## src/rtl/lkv_pkg.sv

```systemverilog
// ----------------------------------------------------------------------------
// LRU key/value cache package
// Widths, reset values, command codes, state encoding and the per-cell
// control word shared by the cache top level and its cells.
// ----------------------------------------------------------------------------
`timescale 1ns / 1ps

package lkv_pkg;

  localparam int KeyW        = 32;
  localparam int ValW        = 32;
  localparam int CapW        = 5;
  localparam int ENTRIES_DEF = 16;

  localparam logic [CapW-1:0] CAP_RESET = 5'd16;

  typedef enum logic {
    CMD_GET = 1'b0,
    CMD_PUT = 1'b1
  } cmd_e;

  typedef enum logic [1:0] {
    S_IDLE,
    S_MATCH,
    S_APPLY
  } state_e;

  typedef struct packed {
    logic capture;
    logic shift_all;
    logic promote;
  } cell_ctrl_t;

endpackage

```

## src/rtl/lkv_cell.sv

```systemverilog
// ----------------------------------------------------------------------------
// LRU cache cell
// One slot of the recency-ordered list. It compares its key against the
// broadcast key, passes the first-hit flag and the hit value along the row,
// and loads its neighbor's entry when the list shifts through it.
// ----------------------------------------------------------------------------
`timescale 1ns / 1ps

module lkv_cell (
  input  logic                      clk_i,
  input  lkv_pkg::cell_ctrl_t       ctrl_i,
  input  logic                      valid_i,
  input  logic [lkv_pkg::KeyW-1:0]  cmp_key_i,
  input  logic [lkv_pkg::KeyW-1:0]  nb_key_i,
  input  logic [lkv_pkg::ValW-1:0]  nb_value_i,
  input  logic                      seen_i,
  input  logic [lkv_pkg::ValW-1:0]  sel_value_i,
  output logic [lkv_pkg::KeyW-1:0]  key_o,
  output logic [lkv_pkg::ValW-1:0]  value_o,
  output logic                      match_o,
  output logic                      seen_o,
  output logic [lkv_pkg::ValW-1:0]  sel_value_o
);

  logic [lkv_pkg::KeyW-1:0] key_q;
  logic [lkv_pkg::ValW-1:0] value_q;
  logic                     match_q;
  logic                     first_hit;
  logic                     load;

  assign first_hit   = match_q & ~seen_i;
  assign seen_o      = seen_i | match_q;
  assign sel_value_o = first_hit ? (sel_value_i | value_q) : sel_value_i;
  assign load        = ctrl_i.shift_all | (ctrl_i.promote & ~seen_i);

  always_ff @(posedge clk_i) begin
    if (ctrl_i.capture) begin
      match_q <= valid_i && (key_q == cmp_key_i);
    end
    if (load) begin
      key_q   <= nb_key_i;
      value_q <= nb_value_i;
    end
  end

  assign key_o   = key_q;
  assign value_o = value_q;
  assign match_o = match_q;

endmodule

```

## src/rtl/lru_key_value_cache.sv

```systemverilog
// ----------------------------------------------------------------------------
// LRU key/value cache
// Fully associative key/value store kept as a row of cells ordered from
// most to least recently used, with least-recently-used eviction.
// An accepted command passes the compare state (S_MATCH) and the update
// state (S_APPLY); its result strobe and result word come from registers.
// A new command is taken only in the idle state, after the compare and the
// shift through the cell row; busy is high during both.
// Reset empties the list and sets the capacity to sixteen; results cannot be
// stalled by the receiver.
// ----------------------------------------------------------------------------
`timescale 1ns / 1ps

module lru_key_value_cache #(
  parameter int ENTRIES = lkv_pkg::ENTRIES_DEF
) (
  input  logic                             clk_i,
  input  logic                             rst_ni,
  input  logic                             start,
  output logic                             busy,
  input  logic                             command_i,
  input  logic signed [lkv_pkg::KeyW-1:0]  key_i,
  input  logic signed [lkv_pkg::ValW-1:0]  value_i,
  output logic                             strobe_o,
  output logic                             found_o,
  output logic signed [lkv_pkg::ValW-1:0]  read_value_o,
  input  logic                             cfg_valid_i,
  output logic                             cfg_ready_o,
  input  logic [lkv_pkg::CapW-1:0]         cfg_data_i
);

  localparam int OccW = $clog2(ENTRIES + 1);
  localparam int CmpW = (OccW > lkv_pkg::CapW) ? OccW : lkv_pkg::CapW;

  lkv_pkg::state_e state_q, state_d;

  lkv_pkg::cmd_e              cmd_q;
  logic [lkv_pkg::KeyW-1:0]   key_q;
  logic [lkv_pkg::ValW-1:0]   val_q;
  logic [OccW-1:0]            occ_q, occ_d;
  logic [lkv_pkg::CapW-1:0]   cap_q;
  logic                       strobe_q;
  logic                       found_q;
  logic [lkv_pkg::ValW-1:0]   rdval_q;

  logic                       accept;
  lkv_pkg::cell_ctrl_t        ctrl;
  logic                       any_hit;
  logic [lkv_pkg::ValW-1:0]   hit_value;
  logic [lkv_pkg::ValW-1:0]   front_value;

  logic [lkv_pkg::KeyW-1:0]   cell_key   [ENTRIES];
  logic [lkv_pkg::ValW-1:0]   cell_val   [ENTRIES];
  logic [ENTRIES-1:0]         cell_valid;
  logic [ENTRIES-1:0]         cell_match;
  logic [ENTRIES:0]           seen;
  logic [lkv_pkg::ValW-1:0]   sel_val    [ENTRIES+1];

  logic [OccW-1:0]            keep;
  logic [CmpW-1:0]            ins_occ;
  logic [CmpW-1:0]            cap_ext;
  logic [CmpW-1:0]            cap_eff;

  assign accept      = start && !busy;
  assign cfg_ready_o = !busy;

  always_comb begin
    state_d = state_q;
    busy    = 1'b1;
    unique case (state_q)
      lkv_pkg::S_IDLE: begin
        busy = 1'b0;
        if (start) begin
          state_d = lkv_pkg::S_MATCH;
        end
      end
      lkv_pkg::S_MATCH: state_d = lkv_pkg::S_APPLY;
      lkv_pkg::S_APPLY: state_d = lkv_pkg::S_IDLE;
      default:          state_d = lkv_pkg::S_IDLE;
    endcase
  end

  always_ff @(posedge clk_i or negedge rst_ni) begin
    if (!rst_ni) begin
      state_q <= lkv_pkg::S_IDLE;
    end else begin
      state_q <= state_d;
    end
  end

  // Cell row.
  assign seen[0]    = 1'b0;
  assign sel_val[0] = '0;
  assign any_hit    = seen[ENTRIES];
  assign hit_value  = sel_val[ENTRIES];

  assign ctrl.capture   = (state_q == lkv_pkg::S_MATCH);
  assign ctrl.shift_all = (state_q == lkv_pkg::S_APPLY) && (cmd_q == lkv_pkg::CMD_PUT)
                          && !any_hit;
  assign ctrl.promote   = (state_q == lkv_pkg::S_APPLY) && any_hit;

  assign front_value = (cmd_q == lkv_pkg::CMD_PUT) ? val_q : hit_value;

  for (genvar i = 0; i < ENTRIES; i++) begin : g_cell
    logic [lkv_pkg::KeyW-1:0] nb_key;
    logic [lkv_pkg::ValW-1:0] nb_val;

    assign cell_valid[i] = (OccW'(i) < occ_q);

    if (i == 0) begin : g_front
      assign nb_key = key_q;
      assign nb_val = front_value;
    end else begin : g_link
      assign nb_key = cell_key[i-1];
      assign nb_val = cell_val[i-1];
    end

    lkv_cell u_cell (
      .clk_i       (clk_i),
      .ctrl_i      (ctrl),
      .valid_i     (cell_valid[i]),
      .cmp_key_i   (key_q),
      .nb_key_i    (nb_key),
      .nb_value_i  (nb_val),
      .seen_i      (seen[i]),
      .sel_value_i (sel_val[i]),
      .key_o       (cell_key[i]),
      .value_o     (cell_val[i]),
      .match_o     (cell_match[i]),
      .seen_o      (seen[i+1]),
      .sel_value_o (sel_val[i+1])
    );
  end

  // Occupancy after inserting a new key at the front.
  assign keep    = (occ_q < OccW'(ENTRIES)) ? occ_q : OccW'(ENTRIES - 1);
  assign ins_occ = CmpW'(keep) + CmpW'(1);
  assign cap_ext = CmpW'(cap_q);
  assign cap_eff = (cap_ext > CmpW'(ENTRIES)) ? CmpW'(ENTRIES) : cap_ext;

  always_comb begin
    occ_d = occ_q;
    if (ctrl.shift_all) begin
      occ_d = (ins_occ > cap_eff) ? cap_eff[OccW-1:0] : ins_occ[OccW-1:0];
    end
  end

  always_ff @(posedge clk_i or negedge rst_ni) begin
    if (!rst_ni) begin
      occ_q    <= '0;
      cap_q    <= lkv_pkg::CAP_RESET;
      strobe_q <= 1'b0;
    end else begin
      occ_q    <= occ_d;
      strobe_q <= (state_q == lkv_pkg::S_APPLY);
      if (cfg_valid_i && cfg_ready_o) begin
        cap_q <= cfg_data_i;
      end
    end
  end

  always_ff @(posedge clk_i) begin
    if (accept) begin
      cmd_q <= lkv_pkg::cmd_e'(command_i);
      key_q <= key_i;
      val_q <= value_i;
    end
    if (state_q == lkv_pkg::S_APPLY) begin
      found_q <= any_hit;
      if (cmd_q == lkv_pkg::CMD_PUT) begin
        rdval_q <= '0;
      end else if (any_hit) begin
        rdval_q <= hit_value;
      end else begin
        rdval_q <= '1;
      end
    end
  end

  assign strobe_o     = strobe_q;
  assign found_o      = found_q;
  assign read_value_o = rdval_q;

  // At most one valid slot can hold the looked-up key.
  a_single_hit: assert property (@(posedge clk_i) disable iff (!rst_ni)
    (state_q == lkv_pkg::S_APPLY) |-> $onehot0(cell_match))
    else $error("more than one cell matched the key");

  a_occ_bound: assert property (@(posedge clk_i) disable iff (!rst_ni)
    occ_q <= OccW'(ENTRIES))
    else $error("occupancy exceeds the number of cells");

  a_result_follows: assert property (@(posedge clk_i) disable iff (!rst_ni)
    (state_q == lkv_pkg::S_APPLY) |=> (strobe_o && !busy))
    else $error("result word missing after the update cycle");

  a_occ_on_hit: assert property (@(posedge clk_i) disable iff (!rst_ni)
    ctrl.promote |=> $stable(occ_q))
    else $error("occupancy changed on a hit");

  a_busy_after_start: assert property (@(posedge clk_i) disable iff (!rst_ni)
    accept |=> (busy && !strobe_o))
    else $error("command accepted without entering the compare cycle");

endmodule

```

## config.mk

```make
export PLATFORM = sky130hd
export DESIGN_NAME = lru_key_value_cache
export DESIGN_NICKNAME = d
export VERILOG_FILES = /design/src/rtl/lkv_pkg.sv /design/src/rtl/lkv_cell.sv /design/src/rtl/lru_key_value_cache.sv
export SDC_FILE = /design/constraint.sdc
export NUM_CORES = 1
export LEC_CHECK = 0
export ABC_AREA = 1
export BUFFER_PORTS_ARGS = -buffer_cell sky130_fd_sc_hd__buf_4
export CORE_MARGIN = 1
export CORE_UTILIZATION = 35
export CTS_BUF_LIST = sky130_fd_sc_hd__clkbuf_8
export DETAILED_ROUTE_END_ITERATION = 10
export PLACE_DENSITY_LB_ADDON = 0.2
export SLEW_MARGIN = 20
export SYNTH_ARGS = -nofsm -noshare
export SYNTH_HDL_FRONTEND = slang
export SYNTH_HIERARCHICAL = 1
export SYNTH_SLANG_ARGS = --single-unit
```

## constraint.sdc

```tcl
create_clock -name clk_i -period 8.9 [get_ports clk_i]
set_clock_uncertainty 0.05 [all_clocks]
set_input_delay 0 -clock clk_i [delete_from_list [all_inputs] [get_ports clk_i]]
set_output_delay 0 -clock clk_i [all_outputs]
set_load 0.02 [all_outputs]
```

# After elaboration in Yosys (flattened, before gate mapping)
# Index checks and enable logic that the tools add are counted.
[totals] reg_bits=1151 latch_bits=0 ramBits=0 mem_bits_ro=0 inputBits=74 out_inout_bits=36 wordCells=234 n_memories=0
[op_classes] n_addsub=1 mul=0 div=0 order_cmp=19 eq_ne=19 shifts=0 n_mux=24 n_bitwise=91 reduce_logical=23
[ops] cell="two-way mux 32 bit" n=18
[ops] cell="== test 32 bit" n=16
[ops] cell="bitwise OR 32 bit" n=15
[ops] cell="less-than comparator 4 x 5 -> 1 bit, first input constant" n=8
[ops] cell="bitwise OR 1 bit" n=31
[ops] cell="bitwise AND 1 bit" n=30
[ops] cell="logical AND 1 bit" n=21
[ops] cell="less-than comparator 3 x 5 -> 1 bit, first input constant" n=4
[ops] cell="two-way mux 5 bit" n=3
[ops] cell="inverter 1 bit" n=15
[ops] cell="less-than comparator 1 x 5 -> 1 bit, first input constant" n=2
[ops] cell="less-than comparator 2 x 5 -> 1 bit, first input constant" n=2
[ops] cell="adder 5 x 1 -> 5 bit, second input constant" n=1
[ops] cell="> comparator 5 bit" n=1
[ops] cell="> comparator 5 bit, second input constant" n=1
[ops] cell="less-than comparator 5 bit, second input constant" n=1
[ops] cell="one-hot mux 2 bit (2 select lines)" n=1
[ops] cell="== test 2 x 1 -> 1 bit, second input constant" n=1
[ops] cell="== test 2 bit, second input constant" n=1
[ops] cell="logical NOT 2 bit" n=1
[ops] cell="two-way mux 2 bit" n=1
[ops] cell="!= test 2 bit, second input constant" n=1
[ops] cell="logical NOT 1 bit" n=1
[ops] cell="two-way mux 1 bit" n=1

# Depth between registers and ports, before layout
# Gate-level depths: netlist (run 1).
[logic_depth] word_depth=32 mapped_depth=23 mapped_depth_nobuf=20

# Hierarchy
# Netlist (run 1), hierarchy kept.
[modules_own_cells] module="lkv_cell" n_inst=16 cells_per_inst=244 area_per_inst_um2=2872.8 seq_area_each_um2=1951.9
[modules_own_cells] module="lru_key_value_cache" n_inst=1 cells_per_inst=371 area_per_inst_um2=4479.3 seq_area_each_um2=3269.4

# Worst setup path before layout (run 1)
# OpenSTA, ideal clock, no wires.
[synth_timing] path_type="reg-to-reg" from="reg g_cell[0].u_cell.match_q" to="reg g_cell[0].u_cell.key_q, in the netlist g_cell[0].u_cell/key_o[0], enable pin" setup_time_ns=0.420 arrival_ns=7.400 required_ns=8.430 slack_ns=1.029 stages_incl_launch_ff=22 path_buffers=3 period_less_slack_ns=7.871 path_cell_list="edfxtp_1 buf_2 buf_6 or2_2 or2_2 or2_2 or2_2 or2_2 or2_2 or2_2 or2_2 or2_2 or2_2 or2_2 or2_2 or2_2 or2_2 or2_2 or2_2 buf_2 nor3_4 a21o_1"
[synth_lines] item="start: declaration" line="lkv_cell.sv:27" text="logic match_q;"
[synth_lines] item="start signal: assignment" line="lkv_cell.sv:38" text="match_q <= valid_i && (key_q == cmp_key_i);"
[synth_lines] item="end signal: assignment" line="lkv_cell.sv:41" text="key_q <= nb_key_i;"
[synth_lines] item="end: declaration" line="lkv_cell.sv:25" text="logic [lkv_pkg::KeyW-1:0] key_q;"

==> metrics.csv, run 1 <==
metric,value,unit
Clock Path Buffers,3,
GRT Total Usage,0.1704,
Ports,110,
Post-DP HPWL,84.37,mm
post-CTS resize count,0,
Worst EP arrival,8.11,ns
CTS buffer count,197,
syn_area_per_cell,11.80,µm²
Synth Flop Type,edfxtp_1,
WL final,124.3,mm
Reg2Reg Capture Point,g_cell[0].u_cell/key_o[3],
maximum VDD drop,0.1187,mV
Synth cell types,30,
H-tree depth,4,
Slew headroom,0.2277,
Nets,4790,
Final Slew Violations,0,
first-pass GRT wire length,189.0,mm
area delta synth->final,16.78,%
DRC,0,
worst r2r src,g_cell[0].u_cell/match_o,
worst min path class,input port to asynchronous set/reset pin,
CTS tree,done,
Avg Vias per Cell,4.683,
fillcell total,13390,
pin count of the biggest net entering global routing,78,
fin crit share,0.8569,
Synth Register Bits,1151,
share of cells above drive strength 1,0.2086,
"Hold Vio Cnt, Final",0,
Tmin final,7.626,ns
vias in the first global route,31150,
core area,142300,µm²
Syn Inst Count,4275,
"Cell Area, Synth",50440,µm²
PortBufs,109,
Die Span X,381.6,µm
clock slew at reported path FFs,0.06,ns
kind of critical path,register to register,
Worst Tran Pin Value,1.157,ns
Fmax achieved,131.1,MHz
RSZ-0062 raised after global routing,no,
Starting Density,0.3545,
die height,381.6,µm
status,finished clean,
Post-synth EDFFs,1138,
Die ar.,145600,µm²
Static Leak,0.02371,µW
R2R setup slack,1.27,ns
R2R cell count,21,
total vias in the final route,31650,
post-place instance area,53770,µm²
initial antenna violation count,8,
WHS,0.2276,ns
PD cells,195.0,nW/µm²
Sink Count,1151,
1st-pass router iterations,5,
CP Launch Type,register,
CTS root buffer,clkbuf_8,
"FFs w/ async S/R, synth",0.01129,
Crit. Startpoint,g_cell[0].u_cell/match_o,
initial detailed-routing violation count,2413,
gr ovfl total,0,
Syn. warnings,6,
Setup crit end kind,register,
final instance area,58910,µm²
Final GP Congestion,0.8466,
wire per inst,18.40,µm
post-route ant nets,0,
max-cap check violation count,0,
Final setup viols,0,
# rows,138,
clk_lat worst skew,0.89,ns
sequential fraction of the synthesis area,0.6839,
CP Max Fanout,33,
total negative slack,0,ns
Critical Path RT,9.39,ns
where the power goes:
part,internal [µW],switching [µW]
clock network,2210,2210
registers,6010,80.8
logic,409,572
layout make-up:
| class | instances | area [µm²] | share of cell area |
|---|---|---|---|
| diodes | 3 | 7.507 | 0.0001274 |
| repair buffers | 329 | 2955 | 0.05017 |
| clock buffers | 197 | 2711 | 0.04603 |
| flip-flops and latches | 1151 | 34500 | 0.5856 |
| well taps | 1890 | 2365 | 0.04014 |
| inverters | 698 | 2620 | 0.04447 |
| multi-input cells | 2333 | 12860 | 0.2183 |
| clock inverters | 157 | 890.9 | 0.01512 |
registers in the layout, indices dropped and copies added (netlist names):
| signal | cells |
|---|---|
| g_cell.u_cell/match_o | 16 |
| read_value_o | 32 |
| found_o | 1 |
| cmd_q | 1 |
| val_q | 32 |
| g_cell.nb_key | 32 |
| g_cell.u_cell/value_o | 512 |
| state_q | 2 |
| occ_q | 5 |
| g_cell.u_cell/key_o | 512 |
| cap_ext | 5 |
| strobe_o | 1 |
worst max path at each step:
stage | slack (ns) | to
final | 1.27 | g_cell[0].u_cell/key_o[3]
after global routing | 1.03 | g_cell[0].u_cell/key_o[3]
after CTS | 1.25 | g_cell[0].u_cell/key_o[4]
after detailed placement | 1.25 | g_cell[0].u_cell/key_o[13]
after global placement | 1.28 | g_cell[0].u_cell/key_o[21]
after floorplan | 1.03 | g_cell[0].u_cell/key_o[0]
cell usage after synthesis, drive strengths merged (32+ instances only):
master	count	area (µm²)
a31o	512	4484
buf	119	695.7
xnor2	96	840.8
nor2	305	1190
o21ai	102	514.2
or2	32	200.2
a21oi	50	250.2
nand3	44	225.2
xor2	49	429.2
edfxtp	1138	34170
o211ai	32	240.2
inv	698	2620
nand2	1032	3874
per-stage QoR:
stage          std cells  setup slack (ns)    util  power (µW)
6_report            6758             1.274  0.4141       11490
5_1_grt             6756             1.031  0.4140       11970
4_1_cts             6754             1.248  0.4139       11650
3_5_place_dp        6249             1.246  0.3780        7111
3_3_place_gp        6249             1.282  0.3780        7111
2_1_floorplan       4308             1.029       -        6790
placed cells by master (no fill, tap or decap), types with 5 or more instances in the layout:
cell,n
or2_2,32
inv_12,5
nand2_1,1032
xor2_1,49
buf_12,8
nand3_1,43
dfrtp_1,12
inv_2,7
nor2_1,285
inv_1,766
conb_1,34
edfxtp_1,1138
a21oi_1,50
clkbuf_8,197
o21ai_1,32
clkinv_2,25
xnor2_1,96
nor2_2,18
dlygate4sd3_1,151
a31o_2,512
clkinv_1,37
ha_1,6
nor3_1,16
a21o_4,16
o21ai_0,69
o211ai_1,32
buf_4,169
metal layers:
| metal | track usage | up-vias | share of wire |
|---|---|---|---|
| li1 | - | 15520 | - |
| met1 | 0.2545 | 15180 | 0.50 |
| met2 | 0.2462 | 751 | 0.42 |
| met3 | 0.03682 | 187 | 0.059 |
| met4 | 0.05037 | 0 | 0.021 |
| met5 | 0 | - | 0 |
worst max-delay path, cell delays in order (launching register included):
cell,delay [ns]
edfxtp_1,0.35
buf_4,0.27
or2_2,0.34
or2_2,0.32
or2_2,0.31
or2_2,0.31
or2_2,0.31
or2_2,0.32
or2_2,0.31
or2_2,0.32
or2_2,0.31
or2_2,0.32
or2_2,0.32
or2_2,0.31
or2_2,0.30
or2_2,0.30
or2_2,0.31
or2_2,0.45
nor3_4,0.28
buf_4,0.33
a21o_4,0.56
buf_12,0.29
what timing repair did:
item | CTS | global route
hold buffers | 151 | 0
hold endpoints to repair | 113 | 0
buffers inserted | 0 | 0
cells by family after synthesis:
kind of cell,count (synthesis),share of synthesized area
simple gates,1430,0.1107
flops,1151,0.6839
buf+inv,824,0.06625
other cells,1,0.00007434
fa+ha+maj,6,0.001488
xor+xnor,145,0.02518
compound gates,714,0.1115
mux,4,0.0008929
Note: power is estimated with default switching activity, not from simulation.
==> run 2: changes to the inputs <==
--- a/config.mk
+++ b/config.mk
@@ -7,6 +7,8 @@
 export LEC_CHECK = 0
 export ABC_AREA = 1
 export BUFFER_PORTS_ARGS = -buffer_cell sky130_fd_sc_hd__buf_4
+export CELL_PAD_IN_SITES_DETAIL_PLACEMENT = 1
+export CELL_PAD_IN_SITES_GLOBAL_PLACEMENT = 2
 export CORE_MARGIN = 1
 export CORE_UTILIZATION = 35
 export CTS_BUF_LIST = sky130_fd_sc_hd__clkbuf_8
==> metrics.csv, run 2 (same netlist as run 1, synthesis figures left out) <==
metric,value,unit
share of cells above drive strength 1,0.2073,
area delta synth->final,16.88,%
Placement Setup Slack,1.429,ns
worst setup margin,1.405,ns
fin crit share,0.8422,
max-cap check violation count,0,
status,finished clean,
Fmax achieved,133.4,MHz
initial detailed-routing violation count,2066,
gr ovfl total,0,
"commonest cells after routing, fill and taps aside","1138 x edfxtp_1, 1032 x nand2_1, 766 x inv_1, 512 x a31o_2, 285 x nor2_1",
Critical Path RT,9.44,ns
H-tree depth,4,
post-CTS resize count,0,
DRC,0,
initial antenna violation count,3,
Starting Density,0.3545,
PortBufs,109,
clock slew at reported path FFs,0.06,ns
"most common cell after layout, fill and taps aside",edfxtp_1,
Clock Path Buffers,3,
CTS tree,done,
die height,381.6,µm
Die Span X,381.6,µm
Ports,110,
total vias in the final route,32830,
total negative slack,0,ns
# rows,138,
Final GP Congestion,0.8219,
"Hold Vio Cnt, Final",0,
maximum VDD drop,0.1264,mV
kind of critical path,register to register,
core area,142300,µm²
Tmin final,7.495,ns
post-route ant nets,0,
CTS buffer count,203,
vias in the first global route,34180,
GRT Total Usage,0.2003,
"Slowest-stage cell, CP",a21o_4,
CP Max Fanout,34,
CP Launch Type,register,
crit-path most repeated cell,or2_2,
clk_lat worst skew,0.91,ns
1st-pass router iterations,5,
Sink Count,1151,
Setup crit end kind,register,
crit-path cells,buf_4 -> or2_2 -> or2_2 -> or2_2 -> or2_2 -> or2_2 -> or2_2 -> or2_2 -> or2_2 -> or2_2 -> or2_2 -> or2_2 -> or2_2 -> or2_2 -> or2_2 -> or2_2 -> or2_2 -> buf_4 -> inv_1 -> nor2_2 -> buf_4 -> a21o_4 -> buf_12,
wire per inst,21.56,µm
PD cells,197.4,nW/µm²
worst path bufs/invs,5,
Worst Tran Pin Value,1.095,ns
WL final,146.1,mm
RSZ-0062 raised after global routing,no,
Top Family by Delay on Critical Path,simple AND/OR/NAND/NOR gates,
Final Slew Violations,0,
slowest cell delay on critical path,0.42,ns
worst min path class,input port to asynchronous set/reset pin,
Avg Vias per Cell,4.843,
Slew headroom,0.2656,
R2R setup slack,1.40,ns
Nets,4794,
Post-DP HPWL,102.6,mm
pin count of the biggest net entering global routing,79,
CTS root buffer,clkbuf_8,
first-pass GRT wire length,219.0,mm
Static Leak,0.02370,µW
Worst EP arrival,8.04,ns
Die ar.,145600,µm²
WHS,0.2160,ns
Final setup viols,0,
## run 2: changes by cell type in the layout (fill, tap and decap cells not counted), sizes merged
| cell | before | now |
|---|---|---|
| buf | 178 | 176 |
| bufinv | 4 | 3 |
| clkbuf | 197 | 205 |
| clkinv | 66 | 82 |
| clkinvlp | 1 | 6 |
| inv | 784 | 779 |
## run 2: path summary, 6_finish.rpt
path	start	endpoint	cells after the start
min in group clk_i	value_i[10]	val_q[10]	3
worst max-delay path	g_cell[0].u_cell/match_o	g_cell[0].u_cell/value_o[24]	23
max in group asynchronous	rst_ni	occ_q[0]	3
worst min-delay path	rst_ni	cap_ext[0]	3
worst min register to register	g_cell[4].u_cell/value_o[1]	g_cell[5].u_cell/value_o[1]	0
worst max register to register	g_cell[0].u_cell/match_o	g_cell[0].u_cell/value_o[24]	23
## run 2: timing repair
item / CTS / global route
endpoints found under the hold margin: 107 / 0
endpoints found under the setup margin: 0 / 0
setup buffers: 0 / 0
hold buffers: 151 / 0
## run 2: final cells by class
| class | count | area, µm² |
|---|---|---|
| Inverter | 698 | 2620 |
| Sequential cell | 1151 | 34500 |
| Antenna cell | 3 | 7.507 |
| Timing Repair Buffer | 327 | 2920 |
| Multi-Input combinational cell | 2333 | 12860 |
| Fill cell | 15360 | 83320 |
| Tap cell | 1890 | 2365 |
| Clock inverter | 172 | 864.6 |
| Clock buffer | 205 | 2821 |
## run 2: routing by layer
| layer | global-route usage | up-vias | part of all wire |
|---|---|---|---|
| met2 | 0.3167 | 784 | 0.45 |
| met5 | 0 | - | 0 |
| met1 | 0.2824 | 16290 | 0.47 |
| met4 | 0.05415 | 0 | 0.021 |
| li1 | - | 15540 | - |
| met3 | 0.03598 | 215 | 0.049 |
## run 2: where the power goes
part	internal [µW]	total, µW	leakage (µW)	switching [µW]
sequential	6010	6080	0.0105	72.7
combinational	409	1030	0.0111	617
clock	2240	4530	0.00216	2290
## run 2: worst reg2reg max path: cells and delay by family, from the launching register on
kind,cells,cell delay [ns]
AO/OA/AOI/OAI,1,0.43
buffers and inverters,5,1.19
AND/OR/NAND/NOR,17,5.11
flip-flops,1,0.37
## run 2: metrics by stage
step,util,instance area (µm²),total power [µW],cells
finish,0.4144,58960,11640,6779
global route,0.4144,58950,12100,6777
CTS,0.4143,58950,11800,6776
detailed placement,0.3778,53750,7153,6248
global placement,0.3778,53750,7145,6248
floorplan,-,50570,6790,4308
